[src/rtl/tpc_pkg.sv]
`timescale 1ns / 1ps
package tpc_pkg;

  localparam int MAX_NODES     = 4096;
  localparam int ALPHABET_SIZE = 26;
  localparam int COUNT_BITS    = 16;

  localparam int NODE_W     = $clog2(MAX_NODES);
  localparam int FREE_W     = $clog2(MAX_NODES + 1);
  localparam int LINK_DEPTH = MAX_NODES * ALPHABET_SIZE;
  localparam int LINK_AW    = $clog2(LINK_DEPTH);
  localparam int LETTER_W   = 5;
  localparam int TOTAL_W    = 16;
  localparam int TOTAL_MAX  = 65535;

  localparam logic [1:0] STATUS_STORED   = 2'd0;
  localparam logic [1:0] STATUS_ANSWERED = 2'd1;
  localparam logic [1:0] STATUS_FULL     = 2'd2;

  localparam logic KIND_INSERT = 1'b0;

  typedef struct packed {
    logic                kind;
    logic [LETTER_W-1:0] letter;
    logic                last_letter;
  } in_item_t;

  typedef struct packed {
    logic [TOTAL_W-1:0] prefix_total;
    logic [1:0]         status;
  } out_item_t;

  // controller -> datapath
  typedef struct packed {
    logic clr;     // one step of the clearing sweep
    logic accept;  // take an input transaction, issue the link read
    logic link;    // follow or allocate the child
    logic sum;     // add the child's end count
    logic cnt;     // bump the end count at the cursor
    logic emit;    // load the result register, close the string
  } tpc_cmd_t;

  // datapath -> controller
  typedef struct packed {
    logic clr_last;
    logic is_last;
    logic sum_next;
    logic cnt_next;
    logic out_free;
  } tpc_sts_t;

endpackage

[src/rtl/tpc_ctrl.sv]
`timescale 1ns / 1ps
module tpc_ctrl (
  input  logic               clk,
  input  logic               rst_n,
  input  logic               in_valid,
  output logic               in_stall,
  input  tpc_pkg::tpc_sts_t  sts,
  output tpc_pkg::tpc_cmd_t  cmd
);
  import tpc_pkg::*;

  typedef enum logic [2:0] {
    ST_CLEAR,
    ST_IDLE,
    ST_LINK,
    ST_SUM,
    ST_CNT,
    ST_EMIT
  } state_t;

  state_t state_r, state_nxt;

  always_comb begin
    state_nxt = state_r;
    cmd       = '0;
    unique case (state_r)
      ST_CLEAR: begin
        cmd.clr = 1'b1;
        if (sts.clr_last) begin
          state_nxt = ST_IDLE;
        end
      end
      ST_IDLE: begin
        if (in_valid) begin
          cmd.accept = 1'b1;
          state_nxt  = ST_LINK;
        end
      end
      ST_LINK: begin
        cmd.link = 1'b1;
        priority if (sts.sum_next) begin
          state_nxt = ST_SUM;
        end else if (sts.cnt_next) begin
          state_nxt = ST_CNT;
        end else if (sts.is_last) begin
          state_nxt = ST_EMIT;
        end else begin
          state_nxt = ST_IDLE;
        end
      end
      ST_SUM: begin
        cmd.sum   = 1'b1;
        state_nxt = sts.is_last ? ST_EMIT : ST_IDLE;
      end
      ST_CNT: begin
        cmd.cnt   = 1'b1;
        state_nxt = ST_EMIT;
      end
      ST_EMIT: begin
        // hold here until the result register can take the transaction
        if (sts.out_free) begin
          cmd.emit  = 1'b1;
          state_nxt = ST_IDLE;
        end
      end
      default: state_nxt = ST_IDLE;
    endcase
  end

  always_ff @(posedge clk) begin
    if (!rst_n) begin
      state_r <= ST_CLEAR;
    end else begin
      state_r <= state_nxt;
    end
  end

  assign in_stall = state_r != ST_IDLE;

endmodule

[config.mk]
export PLATFORM = sky130hd
export DESIGN_NAME = tpc_ctrl
export DESIGN_NICKNAME = d
export VERILOG_FILES = /design/src/rtl/tpc_pkg.sv /design/src/rtl/tpc_ctrl.sv
export SDC_FILE = /design/constraint.sdc
export NUM_CORES = 1
export LEC_CHECK = 0
export ABC_CLOCK_PERIOD_IN_PS = 1050
export BUFFER_PORTS_ARGS = -buffer_cell sky130_fd_sc_hd__buf_2
export CORE_AREA = 2 2 39 41
export DETAILED_ROUTE_END_ITERATION = 8
export DIE_AREA = 0 0 41 43
export GPL_ROUTABILITY_DRIVEN = 0
export HOLD_SLACK_MARGIN = 0.15
export SKIP_LAST_GASP = 1
export SYNTH_ARGS = -nofsm -noshare
export SYNTH_HDL_FRONTEND = slang
export SYNTH_SLANG_ARGS = --single-unit
[constraint.sdc]
create_clock -name clk -period 1.05 [get_ports clk]
set_clock_uncertainty 0.15 [all_clocks]
set_input_delay 0.105 -clock clk [delete_from_list [all_inputs] [get_ports clk]]
set_output_delay 0.105 -clock clk [all_outputs]
set_load 0.02 [all_outputs]
* Word level (Yosys, flattened, before mapping) *
Index checks and enable logic that the tools add are counted.

operators by class
  equal/unequal tests = 9
  reductions and logical operators = 2
  mux-type cells = 15

operators by type and width
  kind                number
  $mux 3              6
  $pmux 3 s6          1
  $mux 1              8
  $eq 3x2->1 const B  2
  $eq 3x3->1 const B  2
  $ne 2x2->1 const B  3
  $eq 3x1->1 const B  1
  $logic_not 3->1     1
  $ne 3x1->1 const B  1
  $reduce_and 3->1    1

word-level totals
  output and inout bits = 7
  input bits = 8
  logic and storage cells = 27
  flip-flop bits (word level) = 3

* Depth between registers and ports, before layout *
  word-level depth = 4
  depth in mapped cells = 4
  gate-level depth less buffers = 3

* Least setup slack after synthesis *
OpenSTA, ideal clock, no wires.

  kind = reg2out
  from = register state_r[0]
  to = output cmd[4] in the netlist's numbering
  required time = 795 ps
  buffers on the path = 1
  cell stages (with the launch flop) = 4
  data arrival time = 1,021 ps
  slack = -226 ps
  cells stage by stage = dfxtp_1 -> buf_2 -> nand2_1 -> nor3_1

RTL lines
  item                    RTL line        RTL
  from (decl)             tpc_ctrl.sv:21  state_t state_r, state_nxt;
  from (signal assigned)  tpc_ctrl.sv:74  state_r <= state_nxt;
  to (decl)               tpc_ctrl.sv:8   output tpc_pkg::tpc_cmd_t cmd

==> impl_metrics.env <==
export IMPL_regMostFlops="state_r"
export IMPL_max_freq_mhz=770
export IMPL_yosys_area_share_simple_pct=42.0
export IMPL_io_buffers=14
export IMPL_path_max_fanout=6
export IMPL_fin_ws_ps=-248
export IMPL_area_delta_synth_final_pct=156
export IMPL_finalCritPeriodShare_pct=124
export IMPL_dpl_hpwl_um=500
export IMPL_maxSlewViolCount=0
export IMPL_hold_viol=0
export IMPL_hp_class="in -> reg"
export IMPL_vias=322
export IMPL_worst_slew_pin_slew_ps=229
export IMPL_clk_path_buf_depth=2
export IMPL_place_area_um2=375
export IMPL_post_route_drc_count=0
export IMPL_fin_crit_ps=1300
export IMPL_drt_iter0_markers=2
export IMPL_synth_fa_ha_area_share_pct=0
export IMPL_synth_distinct_cells=17
export IMPL_largest_reg_flops=3
export IMPL_cts_sinks=3
export IMPL_drive_gt1_share_pct=74.1
export IMPL_cts_tree="done"
export IMPL_antenna_found_initial=0
export IMPL_synth_area_um2=218
export IMPL_clock_latency_ps=240
export IMPL_violations="setup timing"
export IMPL_final_cell_mix="10 x buf_6, 8 x buf_4, 7 x buf_2"
export IMPL_finish_instance_area_um2=557
export IMPL_cp_start_kind="flip-flop"
export IMPL_grt_max_degree=9
export IMPL_power_leakage_nw=0.252
export IMPL_grt_pass1_wl_um=1330
export IMPL_final_antenna_net_count=0
export IMPL_powerDensity_mw_per_mm2=1200
export IMPL_critPathKind="reg -> out"
export IMPL_dieArea_mm2=0.00176
export IMPL_numCtsBuffers=3
export IMPL_ys_ff_latch=3
export IMPL_antennaDiodeCount=0
export IMPL_start_util_pct=15.7
export IMPL_die_h_um=43
export IMPL_grt_overflow=0
export IMPL_clk_pin_slew_worst_paths_ps=40
export IMPL_status="finished with violations"
export IMPL_rrSetupSlack_ps=-130
export IMPL_crit_path_end_kind="output pin"
export IMPL_synth_nets=38
export IMPL_die_w_um=41
export IMPL_postLayoutCoreUtil_pct=40.2
export IMPL_ctsHoldBuffers=1
export IMPL_core_region_area_mm2=0.00138
export IMPL_synth_top_family_by_area="simple AND/OR/NAND/NOR gates"
export IMPL_dpl_cell_count=65
export IMPL_fin_total_pwr_mw=0.669
export IMPL_crit_arrival_ps=1040
export IMPL_track_usage_pct=11.2
export IMPL_cts_htree_levels=1
export IMPL_ios=15
export IMPL_synthXorXnorAreaFrac_pct=0
export IMPL_rsz0062_at_grt="yes"
export IMPL_largestRegisters="state_r (3)"
export IMPL_final_setup_viol_count=10
export IMPL_relSlewSlack_pct=84.7
export IMPL_routed_wl_um=854
export IMPL_num_rows=14
export IMPL_cts_root_buf="clkbuf_4"
export IMPL_seq_area_frac_synth_pct=27.6
export IMPL_dr_pass1_iters=3
export IMPL_yosysWarnings=0
export IMPL_via_per_inst=4.35
export IMPL_nets=67
export IMPL_layout_commonest_cell="buf_6"
export IMPL_synth_area_mux_share_pct=0
export IMPL_synth_compound_area_share_pct=19.5
export IMPL_wl_per_cell_um=11.5
export IMPL_timing_setup_tns_ps=-1790
export IMPL_drv_cap=0
export IMPL_syn_inst=30
export IMPL_final_cell_count_no_fill=74
export IMPL_avgSynthCellArea_um2=7.26
export IMPL_grt_pass1_vias=317
export IMPL_ir_worst_vdd_v=0.000481
export IMPL_required_ps=790
==> power by group <==
part           internal [mW]  switching, mW
sequential             0.128         0.0307
clock                  0.143         0.0678
combinational          0.171          0.128
total                  0.443          0.226
==> critical path, stage by stage, from the launching register on <==
cell and delay, ps:
dfxtp_4 380, inv_4 50, nor2_4 80, and3_4 180
buf_6 110
==> metal layers <==
metal  vias to the layer above  wire length (um)  GRT usage [%]  share of wire (%)
met1                       148               349           13.5                 41
met4                         0                21           10.0                2.5
met2                         9               463           17.2                 54
met3                         2                19              0                2.2
met5                         -                 0              0                  0
li1                        163                 -              -                  -
==> through the flow <==
stage	hold WS, ps	worst slack [ps]
final	20.7	-248
after global routing	57.9	-298
after CTS	-28.1	-282
after detailed placement	219	-118
after global placement	215	-110
after floorplan	77.9	-72.6
==> kinds of logic after synthesis <==
family / Yosys count
simple gates: 17
compound gates: 6
buf+inv: 4
flops: 3
==> final cells by class <==
class                           instances  area [um2]
Tap cell                               16        20.0
Clock buffer                            4        26.3
Multi-Input combinational cell         23         211
Inverter                                2        10.0
Timing Repair Buffer                   26         218
Sequential cell                         3        71.3
Fill cell                             139         827
==> final timing paths <==
check | cells after the start | end | startpoint
hold / removal | 3 | state_r[0]$_SDFFE_PN0P_ | sts[4]
setup reg to reg | 3 | state_r[0]$_SDFFE_PN0P_ | state_r[1]$_SDFFE_PN0P_
setup / recovery | 4 | cmd[0] | state_r[2]$_SDFFE_PN0P_
hold reg to reg | 3 | state_r[0]$_SDFFE_PN0P_ | state_r[2]$_SDFFE_PN0P_
==> timing repair <==
action	4_1_cts	5_1_grt
pin swaps	5	6
resized for setup	20	13
setup buffers	4	2
endpoints found under the setup margin	10	10
hold endpoints to repair	3	2
==> Yosys cell counts <==
cell type	n	area share, %
nand2b_1	2	5.7
buf_6	1	5.2
and3_1	3	8.6
o311a_1	1	4.6
o41ai_1	1	4.0
nor2_1	5	8.6
a21oi_1	1	2.3
o221ai_1	1	4.0
nand3b_1	1	3.4
nand4bb_1	1	5.2
nand2_1	2	3.4
nor3_1	3	6.9
o21ai_0	1	2.3
o21ai_1	1	2.3
buf_2	1	2.3
inv_1	2	3.4
dfxtp_1	3	28
(Power assumes the default switching activity.)
